<file path="src/rtl/tgpe_pkg.sv">
package tgpe_pkg;

    localparam int MAX_FONT_WIDTH  = 16;
    localparam int MAX_FONT_HEIGHT = 32;

    // register widths follow from the glyph cell limits
    localparam int FW_W     = $clog2(MAX_FONT_WIDTH) + 1;
    localparam int RASTER_W = $clog2(MAX_FONT_HEIGHT);

    localparam int PIX_PER_BYTE = 8;
    localparam int CNT_W        = $clog2(PIX_PER_BYTE) + 1;
    localparam int SHIFT_W      = $clog2(PIX_PER_BYTE);

    localparam int COLOR_W      = 8;
    localparam int FLAGS_W      = 6;
    localparam int POS_W        = 8;
    localparam int CFG_IDX_W    = 3;
    localparam int CFG_DATA_W   = 8;

    localparam logic [7:0] MSB_BIT  = 8'h80;
    localparam logic [7:0] ALL_BITS = 8'hFF;
    localparam logic [COLOR_W-1:0] BRIGHT_LIMIT = COLOR_W'(16);
    localparam logic [COLOR_W-1:0] BRIGHT_BIT   = COLOR_W'(8);

    localparam int ATTR_UNDERLINE = 0;
    localparam int ATTR_LEFT      = 1;
    localparam int ATTR_RIGHT     = 2;
    localparam int ATTR_BOLD      = 3;
    localparam int ATTR_BLINK     = 4;
    localparam int ATTR_REVERSE   = 5;

    localparam int QDEPTH  = 2;
    localparam int QPTR_W  = $clog2(QDEPTH);
    localparam int QCNT_W  = $clog2(QDEPTH + 1);

    typedef enum logic [CFG_IDX_W-1:0] {
        REG_FONT_WIDTH     = 3'd0,
        REG_UNDERLINE_LINE = 3'd1,
        REG_CURSOR_VISIBLE = 3'd2,
        REG_CURSOR_ROW     = 3'd3,
        REG_CURSOR_COL     = 3'd4,
        REG_CURSOR_START   = 3'd5,
        REG_CURSOR_END     = 3'd6
    } reg_index_t;

    typedef logic [COLOR_W-1:0] color_t;

    typedef struct packed {
        logic [PIX_PER_BYTE-1:0] bits;
        color_t                  fore;
        color_t                  back;
        logic [CNT_W-1:0]        count;
    } cmd_t;

endpackage

</file>
<file path="src/rtl/tgpe_front.sv">
module tgpe_front (
    input  logic                               clk,
    input  logic                               rst_n,
    input  logic                               cfg_we,
    input  logic [tgpe_pkg::CFG_IDX_W-1:0]     cfg_index,
    input  logic [tgpe_pkg::CFG_DATA_W-1:0]    cfg_data,
    input  logic                               accept,
    input  logic [tgpe_pkg::POS_W-1:0]         text_row,
    input  logic [tgpe_pkg::POS_W-1:0]         char_col,
    input  logic [tgpe_pkg::RASTER_W-1:0]      raster_line,
    input  logic                               byte_index,
    input  logic [tgpe_pkg::PIX_PER_BYTE-1:0]  font_byte,
    input  tgpe_pkg::color_t                   fore_index,
    input  tgpe_pkg::color_t                   back_index,
    input  logic [tgpe_pkg::FLAGS_W-1:0]       attribute_flags,
    output logic                               cmd_push,
    output tgpe_pkg::cmd_t                     cmd
);

    logic [tgpe_pkg::FW_W-1:0]     font_width_reg;
    logic [tgpe_pkg::RASTER_W-1:0] underline_line_reg;
    logic                          cursor_visible_reg;
    logic [tgpe_pkg::POS_W-1:0]    cursor_row_reg;
    logic [tgpe_pkg::POS_W-1:0]    cursor_col_reg;
    logic [tgpe_pkg::RASTER_W-1:0] cursor_start_reg;
    logic [tgpe_pkg::RASTER_W-1:0] cursor_end_reg;

    always_ff @(posedge clk or negedge rst_n)
    begin
        if (!rst_n)
        begin
            font_width_reg     <= tgpe_pkg::FW_W'(8);
            underline_line_reg <= tgpe_pkg::RASTER_W'(15);
            cursor_visible_reg <= 1'b0;
            cursor_row_reg     <= '0;
            cursor_col_reg     <= '0;
            cursor_start_reg   <= tgpe_pkg::RASTER_W'(14);
            cursor_end_reg     <= tgpe_pkg::RASTER_W'(15);
        end
        else if (cfg_we)
        begin
            case (cfg_index)
                tgpe_pkg::REG_FONT_WIDTH:
                    font_width_reg <= cfg_data[tgpe_pkg::FW_W-1:0];
                tgpe_pkg::REG_UNDERLINE_LINE:
                    underline_line_reg <= cfg_data[tgpe_pkg::RASTER_W-1:0];
                tgpe_pkg::REG_CURSOR_VISIBLE:
                    cursor_visible_reg <= cfg_data[0];
                tgpe_pkg::REG_CURSOR_ROW:
                    cursor_row_reg <= cfg_data[tgpe_pkg::POS_W-1:0];
                tgpe_pkg::REG_CURSOR_COL:
                    cursor_col_reg <= cfg_data[tgpe_pkg::POS_W-1:0];
                tgpe_pkg::REG_CURSOR_START:
                    cursor_start_reg <= cfg_data[tgpe_pkg::RASTER_W-1:0];
                tgpe_pkg::REG_CURSOR_END:
                    cursor_end_reg <= cfg_data[tgpe_pkg::RASTER_W-1:0];
                default:
                    ;
            endcase
        end
    end

    logic [tgpe_pkg::FW_W-1:0]         width_eff;
    logic [tgpe_pkg::FW_W-1:0]         width_m1;
    logic [tgpe_pkg::FW_W-1:0]         bytes_per_row;
    logic [tgpe_pkg::FW_W-1:0]         byte_pos;
    logic [tgpe_pkg::FW_W-1:0]         remain;
    logic                              in_range;
    logic                              last_byte;
    logic                              in_cursor;
    logic [tgpe_pkg::PIX_PER_BYTE-1:0] right_bit;
    logic [tgpe_pkg::PIX_PER_BYTE-1:0] bits;
    tgpe_pkg::color_t                  fore_adj;
    tgpe_pkg::color_t                  back_adj;
    logic [tgpe_pkg::CNT_W-1:0]        count;

    always_comb
    begin
        if (font_width_reg == '0)
            width_eff = tgpe_pkg::FW_W'(1);
        else if (font_width_reg > tgpe_pkg::FW_W'(tgpe_pkg::MAX_FONT_WIDTH))
            width_eff = tgpe_pkg::FW_W'(tgpe_pkg::MAX_FONT_WIDTH);
        else
            width_eff = font_width_reg;

        width_m1      = width_eff - tgpe_pkg::FW_W'(1);
        bytes_per_row = tgpe_pkg::FW_W'(({1'b0, width_eff} + (tgpe_pkg::FW_W + 1)'(7))
                        >> tgpe_pkg::SHIFT_W);
        byte_pos      = tgpe_pkg::FW_W'(byte_index);
        in_range      = byte_pos < bytes_per_row;
        last_byte     = (byte_pos + tgpe_pkg::FW_W'(1)) == bytes_per_row;
        right_bit     = tgpe_pkg::MSB_BIT >> width_m1[tgpe_pkg::SHIFT_W-1:0];

        in_cursor = cursor_visible_reg && (text_row == cursor_row_reg)
                    && (char_col == cursor_col_reg)
                    && (cursor_start_reg <= raster_line)
                    && (raster_line <= cursor_end_reg);

        bits = font_byte;
        if (attribute_flags[tgpe_pkg::ATTR_LEFT] && !byte_index)
            bits = bits | tgpe_pkg::MSB_BIT;
        if (attribute_flags[tgpe_pkg::ATTR_RIGHT] && last_byte)
            bits = bits | right_bit;
        if (attribute_flags[tgpe_pkg::ATTR_UNDERLINE] && (raster_line == underline_line_reg))
            bits = tgpe_pkg::ALL_BITS;
        if (in_cursor)
            bits = bits ^ tgpe_pkg::ALL_BITS;

        fore_adj = fore_index;
        if (attribute_flags[tgpe_pkg::ATTR_BOLD] && (fore_index < tgpe_pkg::BRIGHT_LIMIT))
            fore_adj = fore_index | tgpe_pkg::BRIGHT_BIT;
        back_adj = back_index;
        if (attribute_flags[tgpe_pkg::ATTR_BLINK] && (back_index < tgpe_pkg::BRIGHT_LIMIT))
            back_adj = back_index | tgpe_pkg::BRIGHT_BIT;

        // pixels left in the row past this byte's left edge
        remain = width_eff - tgpe_pkg::FW_W'({byte_index, {tgpe_pkg::SHIFT_W{1'b0}}});
        if (!last_byte || (remain > tgpe_pkg::FW_W'(tgpe_pkg::PIX_PER_BYTE)))
            count = tgpe_pkg::CNT_W'(tgpe_pkg::PIX_PER_BYTE);
        else
            count = remain[tgpe_pkg::CNT_W-1:0];
    end

    always_comb
    begin
        cmd.bits  = bits;
        cmd.count = count;
        if (attribute_flags[tgpe_pkg::ATTR_REVERSE])
        begin
            cmd.fore = back_adj;
            cmd.back = fore_adj;
        end
        else
        begin
            cmd.fore = fore_adj;
            cmd.back = back_adj;
        end
    end

    // bytes beyond the glyph row are taken and dropped
    assign cmd_push = accept && in_range;

endmodule

</file>
<file path="src/rtl/tgpe_queue.sv">
module tgpe_queue (
    input  logic           clk,
    input  logic           rst_n,
    input  logic           wr_en,
    input  tgpe_pkg::cmd_t wr_cmd,
    input  logic           rd_en,
    output tgpe_pkg::cmd_t rd_cmd,
    output logic           full,
    output logic           not_empty
);

    tgpe_pkg::cmd_t                slot_reg [tgpe_pkg::QDEPTH];
    logic [tgpe_pkg::QPTR_W-1:0]   wr_ptr_reg;
    logic [tgpe_pkg::QPTR_W-1:0]   rd_ptr_reg;
    logic [tgpe_pkg::QCNT_W-1:0]   fill_reg;
    logic [tgpe_pkg::QPTR_W-1:0]   wr_ptr_next;
    logic [tgpe_pkg::QPTR_W-1:0]   rd_ptr_next;
    logic [tgpe_pkg::QCNT_W-1:0]   fill_next;
    logic                          do_wr;
    logic                          do_rd;

    assign full      = fill_reg == tgpe_pkg::QCNT_W'(tgpe_pkg::QDEPTH);
    assign not_empty = fill_reg != '0;
    assign do_wr     = wr_en && !full;
    assign do_rd     = rd_en && not_empty;
    assign rd_cmd    = slot_reg[rd_ptr_reg];

    always_comb
    begin
        wr_ptr_next = wr_ptr_reg;
        rd_ptr_next = rd_ptr_reg;
        fill_next   = fill_reg;
        if (do_wr)
        begin
            if (wr_ptr_reg == tgpe_pkg::QPTR_W'(tgpe_pkg::QDEPTH - 1))
                wr_ptr_next = '0;
            else
                wr_ptr_next = wr_ptr_reg + tgpe_pkg::QPTR_W'(1);
        end
        if (do_rd)
        begin
            if (rd_ptr_reg == tgpe_pkg::QPTR_W'(tgpe_pkg::QDEPTH - 1))
                rd_ptr_next = '0;
            else
                rd_ptr_next = rd_ptr_reg + tgpe_pkg::QPTR_W'(1);
        end
        if (do_wr && !do_rd)
            fill_next = fill_reg + tgpe_pkg::QCNT_W'(1);
        else if (do_rd && !do_wr)
            fill_next = fill_reg - tgpe_pkg::QCNT_W'(1);
    end

    always_ff @(posedge clk or negedge rst_n)
    begin
        if (!rst_n)
        begin
            wr_ptr_reg <= '0;
            rd_ptr_reg <= '0;
            fill_reg   <= '0;
        end
        else
        begin
            wr_ptr_reg <= wr_ptr_next;
            rd_ptr_reg <= rd_ptr_next;
            fill_reg   <= fill_next;
        end
    end

    always_ff @(posedge clk)
    begin
        if (do_wr)
            slot_reg[wr_ptr_reg] <= wr_cmd;
    end

endmodule

</file>
<file path="src/rtl/tgpe_back.sv">
module tgpe_back (
    input  logic             clk,
    input  logic             rst_n,
    input  tgpe_pkg::cmd_t   head_cmd,
    input  logic             head_valid,
    output logic             head_take,
    input  logic             pop,
    output logic             empty,
    output tgpe_pkg::color_t pixel_color,
    output logic             last_pixel
);

    logic                              cur_valid_reg;
    logic                              cur_valid_next;
    logic [tgpe_pkg::PIX_PER_BYTE-1:0] bits_reg;
    logic [tgpe_pkg::PIX_PER_BYTE-1:0] bits_next;
    tgpe_pkg::color_t                  fore_reg;
    tgpe_pkg::color_t                  fore_next;
    tgpe_pkg::color_t                  back_reg;
    tgpe_pkg::color_t                  back_next;
    logic [tgpe_pkg::CNT_W-1:0]        remain_reg;
    logic [tgpe_pkg::CNT_W-1:0]        remain_next;
    logic                              out_valid_reg;
    logic                              out_valid_next;
    tgpe_pkg::color_t                  color_reg;
    tgpe_pkg::color_t                  color_next;
    logic                              last_reg;
    logic                              last_next;
    logic                              advance;
    logic                              emit;
    logic                              finishing;

    // output register frees up when empty or when its beat is taken
    assign advance   = !out_valid_reg || pop;
    assign emit      = cur_valid_reg && advance;
    assign finishing = emit && (remain_reg == tgpe_pkg::CNT_W'(1));
    assign head_take = head_valid && (!cur_valid_reg || finishing);

    always_comb
    begin
        cur_valid_next = cur_valid_reg;
        bits_next      = bits_reg;
        fore_next      = fore_reg;
        back_next      = back_reg;
        remain_next    = remain_reg;
        out_valid_next = out_valid_reg;
        color_next     = color_reg;
        last_next      = last_reg;

        if (advance)
            out_valid_next = emit;

        if (emit)
        begin
            color_next  = bits_reg[tgpe_pkg::PIX_PER_BYTE-1] ? fore_reg : back_reg;
            last_next   = remain_reg == tgpe_pkg::CNT_W'(1);
            bits_next   = bits_reg << 1;
            remain_next = remain_reg - tgpe_pkg::CNT_W'(1);
            if (finishing)
                cur_valid_next = 1'b0;
        end

        // next byte loads behind the last pixel without a gap
        if (head_take)
        begin
            cur_valid_next = 1'b1;
            bits_next      = head_cmd.bits;
            fore_next      = head_cmd.fore;
            back_next      = head_cmd.back;
            remain_next    = head_cmd.count;
        end
    end

    always_ff @(posedge clk or negedge rst_n)
    begin
        if (!rst_n)
        begin
            cur_valid_reg <= 1'b0;
            out_valid_reg <= 1'b0;
            remain_reg    <= '0;
        end
        else
        begin
            cur_valid_reg <= cur_valid_next;
            out_valid_reg <= out_valid_next;
            remain_reg    <= remain_next;
        end
    end

    always_ff @(posedge clk)
    begin
        bits_reg  <= bits_next;
        fore_reg  <= fore_next;
        back_reg  <= back_next;
        color_reg <= color_next;
        last_reg  <= last_next;
    end

    assign empty       = !out_valid_reg;
    assign pixel_color = color_reg;
    assign last_pixel  = last_reg;

endmodule

</file>
<file path="src/rtl/text_glyph_row_pixel_expander_core.sv">
// path: queue slot, then serializer byte registers, then pixel output register
// throughput: one pixel per cycle unless pop holds the output back; a byte gives
// 8 pixels or the font width remainder on a row's last byte; bytes follow without gaps
// the pixel serializer sets the rate; a 2-entry queue lets input run ahead of it
// reset: async active low, clears the queue and serializer, loads register defaults
module text_glyph_row_pixel_expander_core (
    input  logic                               clk,
    input  logic                               rst_n,
    input  logic                               cfg_we,
    input  logic [tgpe_pkg::CFG_IDX_W-1:0]     cfg_index,
    input  logic [tgpe_pkg::CFG_DATA_W-1:0]    cfg_data,
    input  logic                               push,
    output logic                               full,
    input  logic [tgpe_pkg::POS_W-1:0]         text_row,
    input  logic [tgpe_pkg::POS_W-1:0]         char_col,
    input  logic [tgpe_pkg::RASTER_W-1:0]      raster_line,
    input  logic                               byte_index,
    input  logic [tgpe_pkg::PIX_PER_BYTE-1:0]  font_byte,
    input  tgpe_pkg::color_t                   fore_index,
    input  tgpe_pkg::color_t                   back_index,
    input  logic [tgpe_pkg::FLAGS_W-1:0]       attribute_flags,
    output logic                               empty,
    input  logic                               pop,
    output tgpe_pkg::color_t                   pixel_color,
    output logic                               last_pixel
);

    tgpe_pkg::cmd_t front_cmd;
    tgpe_pkg::cmd_t head_cmd;
    logic           front_push;
    logic           head_valid;
    logic           head_take;
    logic           accept;

    assign accept = push && !full;

    tgpe_front u_front (
        .clk             (clk),
        .rst_n           (rst_n),
        .cfg_we          (cfg_we),
        .cfg_index       (cfg_index),
        .cfg_data        (cfg_data),
        .accept          (accept),
        .text_row        (text_row),
        .char_col        (char_col),
        .raster_line     (raster_line),
        .byte_index      (byte_index),
        .font_byte       (font_byte),
        .fore_index      (fore_index),
        .back_index      (back_index),
        .attribute_flags (attribute_flags),
        .cmd_push        (front_push),
        .cmd             (front_cmd)
    );

    tgpe_queue u_queue (
        .clk       (clk),
        .rst_n     (rst_n),
        .wr_en     (front_push),
        .wr_cmd    (front_cmd),
        .rd_en     (head_take),
        .rd_cmd    (head_cmd),
        .full      (full),
        .not_empty (head_valid)
    );

    tgpe_back u_back (
        .clk         (clk),
        .rst_n       (rst_n),
        .head_cmd    (head_cmd),
        .head_valid  (head_valid),
        .head_take   (head_take),
        .pop         (pop),
        .empty       (empty),
        .pixel_color (pixel_color),
        .last_pixel  (last_pixel)
    );

endmodule

</file>
<file path="config.mk">
export PLATFORM = sky130hd
export DESIGN_NAME = text_glyph_row_pixel_expander_core
export DESIGN_NICKNAME = d
export VERILOG_FILES = /design/src/rtl/tgpe_pkg.sv /design/src/rtl/tgpe_front.sv /design/src/rtl/tgpe_queue.sv /design/src/rtl/tgpe_back.sv /design/src/rtl/text_glyph_row_pixel_expander_core.sv
export SDC_FILE = /design/constraint.sdc
export NUM_CORES = 1
export LEC_CHECK = 0
export BUFFER_PORTS_ARGS = -buffer_cell sky130_fd_sc_hd__clkbuf_2
export CAP_MARGIN = 0
export CORE_ASPECT_RATIO = 1.4
export CORE_MARGIN = 4
export CORE_UTILIZATION = 45
export DETAILED_ROUTE_END_ITERATION = 6
export REMOVE_ABC_BUFFERS = 1
export SLEW_MARGIN = 20
export SYNTH_ARGS = -nofsm -noshare
export SYNTH_HDL_FRONTEND = slang
export SYNTH_SLANG_ARGS = --single-unit
</file>
<file path="constraint.sdc">
create_clock -name clk -period 5 [get_ports clk]
set_clock_uncertainty 0.1 [all_clocks]
set_input_delay 0.5 -clock clk [delete_from_list [all_inputs] [get_ports clk]]
set_output_delay 0.5 -clock clk [all_outputs]
set_load 0.01 [all_outputs]
</file>
## Yosys cells after proc, flatten, opt, wreduce, memory -nomap -nowiden

Memory sizes are Yosys's and may differ from the RTL's.
Index checks and enable logic that the tools add are counted.

- Memories kept: 1
- Memory bits (writable): 56
- Bits of input ports: 68
- Register bits after elaboration: 80
- Output and inout bits: 11
- Logic and storage cells: 116

Memory list:

| name | depth | bits a word | rd ports | clocked after Yosys merged registers in | wr ports | line | source |
|---|---|---|---|---|---|---|---|
| u_queue.slot_reg | 2 | 28 | 1 | 0 | 1 | tgpe_queue.sv:12 | `tgpe_pkg::cmd_t slot_reg [tgpe_pkg::QDEPTH];` |

- $add $sub $neg: 9
- Bitwise operators: 2
- Multiplexer cells: 24
- Reduce and logical (&&, ||, !) cells: 42
- Shift-type cells: 1
- $lt $le $gt $ge: 7
- Equality and inequality tests: 12

Operator list:

| operator | number |
|---|---|
| 8-bit 2-to-1 mux | 7 |
| 4-bit 2-to-1 mux | 5 |
| 1-bit logical AND | 18 |
| 8-bit equality test | 2 |
| 8-bit by 5-bit < comparator with 1-bit output, second input constant | 2 |
| 16-bit 2-to-1 mux | 1 |
| 2-bit AND reduction | 8 |
| 5-bit <= comparator | 2 |
| 5-bit 2-to-1 mux | 2 |
| 3-bit equality test, second input constant | 3 |
| 8-bit inverter | 1 |
| 8-bit OR | 1 |
| 2-bit nonzero test | 4 |
| 8-bit by 3-bit right shift with 8-bit output, first input constant | 1 |
| 1-bit logical NOT | 7 |
| 1-bit 2-to-1 mux | 7 |
| 5-bit by 3-bit adder with 6-bit output, second input constant | 1 |
| 3-bit by 2-bit equality test with 1-bit output, second input constant | 2 |
| 5-bit by 3-bit equality test with 1-bit output | 1 |
| 5-bit equality test | 1 |
| 5-bit by 4-bit > comparator with 1-bit output, second input constant | 1 |
| 5-bit > comparator, second input constant | 1 |
| 5-bit logical NOT | 1 |
| 5-bit by 4-bit subtractor with 5-bit output | 1 |
| other kinds (13) | 17 |

## Logic depth before layout (Yosys ltp)

- Depth after elaboration: 11
- Mapped depth: 10
- Gate-level depth less buffers: 9

## Cells and area by module

From an unflattened synthesis, not the netlist that was laid out.

- Cell total of the unflattened synthesis: 439
- Area total of the unflattened synthesis: 6498.7 um^2

Modules (own cells, without submodules):

| module | sequential area each (um^2) | cells each | times used | area an instance (um^2) |
|---|---|---|---|---|
| tgpe_front | 940.9 | 232 | 1 | 2568.7 |
| tgpe_queue | 1781.7 | 106 | 1 | 2265.9 |
| tgpe_back | 1141.1 | 100 | 1 | 1650.3 |
| text_glyph_row_pixel_expander_core | 0.0 | 1 | 1 | 13.8 |

## Worst setup path before layout

OpenSTA, ideal clock, no wires.

- Path type: register to register
- Start: reg u_front.font_width_reg[2] (netlist bit)
- End: mem u_queue.slot_reg[0][0] (netlist bit), enable pin
- Path slack: 1.872 ns
- Buffers on the path: 1
- Required time: 4.487 ns
- Arrival: 2.615 ns
- Cell stages (with the launch flop): 7
- Period minus slack after synthesis: 3.128 ns
- Library setup time: 0.413 ns
- Path through: dfrtp_1 -> buf_6 -> or3_4 -> a21oi_4 -> ha_1 -> o221ai_1 -> nor2_1

- Cells in the longest elaborated chain, start to end: 9
- Elaborated cells on any way between the ends: 10
- Those cells by class: add/sub (1); order compare (2); mux (4); reduce/logical (3)

Ends and longest elaborated chain:

| element | line | source |
|---|---|---|
| from (decl) | tgpe_front.sv:20 | `logic [tgpe_pkg::FW_W-1:0] font_width_reg;` |
| from (signal assigned) | tgpe_front.sv:32 | `font_width_reg <= tgpe_pkg::FW_W'(8);` |
| from (signal assigned) | tgpe_front.sv:44 | `font_width_reg <= cfg_data[tgpe_pkg::FW_W-1:0];` |
| 5-bit > comparator | tgpe_front.sv:81 | `else if (font_width_reg > tgpe_pkg::FW_W'(tgpe_pkg::MAX_FONT_WIDTH))` |
| 5-bit 2-to-1 mux | tgpe_front.sv:81 |  |
| 5-bit 2-to-1 mux * | tgpe_front.sv:79 | `if (font_width_reg == '0)` |
| 5-bit by 3-bit adder with 6-bit output * | tgpe_front.sv:87 | `bytes_per_row = tgpe_pkg::FW_W'(({1'b0, width_eff} + (tgpe_pkg::FW_W + 1)'(7))` |
| 1-bit by 3-bit < comparator with 1-bit output * | tgpe_front.sv:90 | `in_range = byte_pos < bytes_per_row;` |
| 1-bit logical AND * | tgpe_front.sv:141 | `assign cmd_push = accept && in_range;` |
| 1-bit logical AND * | tgpe_queue.sv:24 | `assign do_wr = wr_en && !full;` |
| 1-bit 2-to-1 mux * | tgpe_queue.sv:71 | `if (do_wr)` |
| 1-bit 2-to-1 mux (implied by the code) * | tgpe_queue.sv:72 | `slot_reg[wr_ptr_reg] <= wr_cmd;` |
| to (decl) | tgpe_queue.sv:12 |  |

Mark *: on every way between the ends. The rest lies on a longest branch, timed or not.

==> results.yml <==
timing:
  finalSetupTns_ns: 0
  number_of_hold_violations_in_the_final_report: 0
  grt_setup_unrepaired: "false"
  post-route-worst-setup-slack_ns: 2.33
  fmaxAchievable_mhz: 375
  period_share: 0.533
  worst_pin_slew_ns: 0.739
  period_needed_ns: 2.67
  relSlewSlack: 0.503
  setup_viol_count_final: 0
  final_max_slew_viol_count: 0
critical_path:
  worstSetupStartpointType: "register"
  worstSetupEndpointType: "register"
  critical_path.max_fanout: 9
  rrSetupSlack_ns: 2.33
  worst_path_arrival_time_ns: 2.69
  worst-endpoint-required_ns: 5.03
  worst-setup-path-type: "reg -> reg"
placement:
  io_buffer_count: 78
  detailed_place_hpwl_um: 8240
  place_congestion: 0.772
  pre_cts_ws_ns: 2.33
floorplan:
  starting_utilization_of_the_core_area: 0.463
  design.core.area_um2: 13500
  floorplan.die.height_um: 147
  die_area_um2: 15800
  rows: 50
  die_x_um: 107
  ios: 79
synthesis:
  synth-edff-count: 89
  post_synthesis_compound_gate_area_fraction: 0.0466
  synth_ff_type: "sky130_fd_sc_hd__edfxtp_1"
  seq_area_frac_synth: 0.620
  synth.mux.area_fraction: 0.160
  synth_simple_gate_area_frac: 0.0707
  synth.yosys.warnings: 0
  synth-xor-area-share: 0.0518
  syn-mean-instance-area_um2: 14.4
  main_combinational_cell_family_by_area_after_synthesis: "multiplexers"
  synth_area_um2: 6230
  area_share_of_fa_ha_maj_cells_after_synthesis: 0.0301
  synth.distinct_cells: 46
  synth_async_sr_flop_share: 0.346
  synth.ff_latch_count: 136
  synth_cells: 434
drt:
  drcViolationCount: 0
  vias_per_cell: 5.04
  routed_wirelength_um: 11300
  antenna_violating_nets_post_route: 0
  drt_first_pass_iters: 4
  first_iter_violations: 95
  vias: 3621
  wire_length_per_cell_after_detailed_routing_um: 15.7
global_route:
  grt_antenna_before_repair: 0
  grt_pass1_wl_um: 19000
  globalRouteTotalUtil: 0.157
  grt_max_degree: 48
  first_global_vias: 3950
  overflow: 0
pwr:
  ir_drop_mv: 0.231
  clockPowerShare: 0.337
  power.switching_w: 0.000934
  power-per-cell-area_nw_per_um2: 472
  power_frac_seq: 0.464
  pwr-share-comb: 0.199
  netSwitchingFraction: 0.267
  p_leak_nw: 2.94
  p_int_w: 0.00256
cts:
  clockBufferDepth: 2
  ctsHoldBuffers: 0
  worst_skew_pair.late_latency_ns: 0.41
  clk_pin_slew_worst_paths_ns: 0.06
  cts-buffers-inserted: 17
  cts_setup_buffers: 0
  cts_num_sinks: 136
  clock_tree_from_tritoncts: "done"
  clk_root_buffer_cell: "sky130_fd_sc_hd__clkbuf_16"
  cts_repair_resize_count: 0
  htreeDepth: 4
final_layout:
  fillCellCount: 1151
  largest_reg_flops: 56
  ratio_of_cells_with_drive_above_1_in_the_final_layout: 0.393
  antenna_cells: 0
  finalNetCount: 607
  flow.area_growth_from_synthesis_pct: 18.8
run_status:
  run_status: "finished clean"
worst_hold_path:
  class_of_the_tightest_hold_or_removal_check: "in -> async"
flow_run:
  timing.max_cap.violations: 0
[Yosys cell counts, types with 2 or more instances]
cell / count / share of area
sky130_fd_sc_hd__clkbuf_1: 10 / 0.0060
sky130_fd_sc_hd__mux2i_1: 13 / 0.021
sky130_fd_sc_hd__xnor2_1: 21 / 0.030
sky130_fd_sc_hd__dfstp_2: 12 / 0.051
sky130_fd_sc_hd__mux2_2: 77 / 0.14
sky130_fd_sc_hd__nand2_1: 19 / 0.011
sky130_fd_sc_hd__nor3_1: 7 / 0.0056
sky130_fd_sc_hd__nor3b_1: 2 / 0.0024
sky130_fd_sc_hd__a31oi_1: 2 / 0.0020
sky130_fd_sc_hd__nor4_1: 4 / 0.0040
sky130_fd_sc_hd__nor2_1: 21 / 0.013
sky130_fd_sc_hd__nand2b_1: 5 / 0.0050
sky130_fd_sc_hd__ha_1: 15 / 0.030
sky130_fd_sc_hd__a311oi_2: 2 / 0.0048
sky130_fd_sc_hd__and3_1: 3 / 0.0030
sky130_fd_sc_hd__a21oi_1: 6 / 0.0048
sky130_fd_sc_hd__inv_1: 19 / 0.011
sky130_fd_sc_hd__nand3_1: 6 / 0.0048
sky130_fd_sc_hd__and2_1: 2 / 0.0020
sky130_fd_sc_hd__dfrtp_1: 35 / 0.14
sky130_fd_sc_hd__edfxtp_1: 89 / 0.43
sky130_fd_sc_hd__nand4b_1: 3 / 0.0042
sky130_fd_sc_hd__nor2b_1: 6 / 0.0060
sky130_fd_sc_hd__o21ai_0: 17 / 0.014
sky130_fd_sc_hd__xor2_1: 14 / 0.020
sky130_fd_sc_hd__nand4_1: 3 / 0.0030
sky130_fd_sc_hd__o31ai_1: 2 / 0.0024
[kinds of logic after synthesis]
logic type | after synthesis
flops | 136
mux | 90
simple gates | 85
compound gates | 40
xor+xnor | 36
buf+inv | 32
fa+ha+maj | 15
[power groups by stage]
stage / clock network [W] / logic (W) / registers, W
after CTS: 0.00121 / 0.000711 / 0.00163
after global placement: 0 / 0.000688 / 0.00164
after detailed placement: 0 / 0.000705 / 0.00165
after floorplan: 0 / 0.000498 / 0.00163
after global routing: 0.00126 / 0.000785 / 0.00166
final: 0.00118 / 0.000695 / 0.00162
[final timing paths]
path,startpoint,endpoint,cells past startpoint
max in group asynchronous,rst_n,u_front.cursor_start_reg[4]$_DFFE_PN0P_,2
min in group clk,cfg_data[5],u_front.cursor_row_reg[5]$_DFFE_PN0P_,2
hold / removal,rst_n,u_front.cursor_col_reg[6]$_DFFE_PN0P_,2
setup / recovery,u_front.font_width_reg[2]$_DFFE_PN0P_,u_queue.slot_reg[1][22]$_DFFE_PP_,7
setup reg to reg,u_front.font_width_reg[2]$_DFFE_PN0P_,u_queue.slot_reg[1][22]$_DFFE_PP_,7
hold reg to reg,u_front.cursor_start_reg[0]$_DFFE_PN0P_,u_front.cursor_start_reg[0]$_DFFE_PN0P_,1
[routing by layer]
metal / up-vias / GRT usage / part of all wire / wire, µm
met3: 10 / 0.0519 / 0.050 / 561
met1: 1760 / 0.162 / 0.38 / 4310
met4: 0 / 0.0594 / 0.015 / 169
li1: 1779 / - / - / -
met5: - / 0 / 0 / 0
met2: 72 / 0.288 / 0.55 / 6270
[cells in the final DEF (no fill, tap or decap), types with 2 or more instances in the layout]
master	instances
sky130_fd_sc_hd__a21oi_1	6
sky130_fd_sc_hd__a311oi_2	2
sky130_fd_sc_hd__a31oi_1	2
sky130_fd_sc_hd__and2_1	2
sky130_fd_sc_hd__and3_1	3
sky130_fd_sc_hd__buf_4	6
sky130_fd_sc_hd__bufinv_16	2
sky130_fd_sc_hd__clkbuf_16	17
sky130_fd_sc_hd__clkbuf_2	78
sky130_fd_sc_hd__clkinv_1	3
sky130_fd_sc_hd__clkinv_2	3
sky130_fd_sc_hd__clkinv_4	2
sky130_fd_sc_hd__clkinvlp_4	4
sky130_fd_sc_hd__dfrtp_1	35
sky130_fd_sc_hd__dfstp_2	12
sky130_fd_sc_hd__edfxtp_1	89
sky130_fd_sc_hd__ha_1	15
sky130_fd_sc_hd__inv_1	19
sky130_fd_sc_hd__mux2_2	77
sky130_fd_sc_hd__mux2i_1	13
sky130_fd_sc_hd__nand2_1	19
sky130_fd_sc_hd__nand2b_1	5
sky130_fd_sc_hd__nand3_1	6
sky130_fd_sc_hd__nand4_1	3
sky130_fd_sc_hd__nand4b_1	3
sky130_fd_sc_hd__nor2_1	20
sky130_fd_sc_hd__nor2b_1	6
sky130_fd_sc_hd__nor3_1	7
sky130_fd_sc_hd__nor3b_1	2
sky130_fd_sc_hd__nor4_1	4
sky130_fd_sc_hd__o21ai_0	17
sky130_fd_sc_hd__o31ai_1	2
sky130_fd_sc_hd__xnor2_1	21
sky130_fd_sc_hd__xor2_1	14
[per-stage QoR]
stage               hold slack (ns)  power, W  std cells   util  cell area, µm²
finish                       0.0955   0.00349        719  0.550            7400
global route                  0.125   0.00370        719  0.550            7400
CTS                           0.101   0.00354        719  0.550            7400
detailed placement            0.403   0.00235        687  0.508            6840
global placement              0.391   0.00233        687  0.508            6840
floorplan                     0.104   0.00213        421      -            6170
[critical path, stage by stage, from the launching register on]
cell and delay (ns):
sky130_fd_sc_hd__dfrtp_1 0.46, sky130_fd_sc_hd__or3_4 0.43, sky130_fd_sc_hd__a21oi_4 0.20, sky130_fd_sc_hd__ha_1 0.27, sky130_fd_sc_hd__nor2b_1 0.26, sky130_fd_sc_hd__nand2_1 0.14
sky130_fd_sc_hd__o31ai_1 0.38, sky130_fd_sc_hd__xor2_1 0.15
[area by class of cell]
cell class	instances	area, µm²	share of cell area
Clock buffer	18	429	0.0580
Clock inverter	14	134	0.0181
Inverter	19	71.3	0.00963
Multi-Input combinational cell	266	2240	0.303
Sequential cell	136	3860	0.522
Tap cell	182	228	0.0308
Timing Repair Buffer	84	435	0.0588
Power figures use the tool's default switching activity.
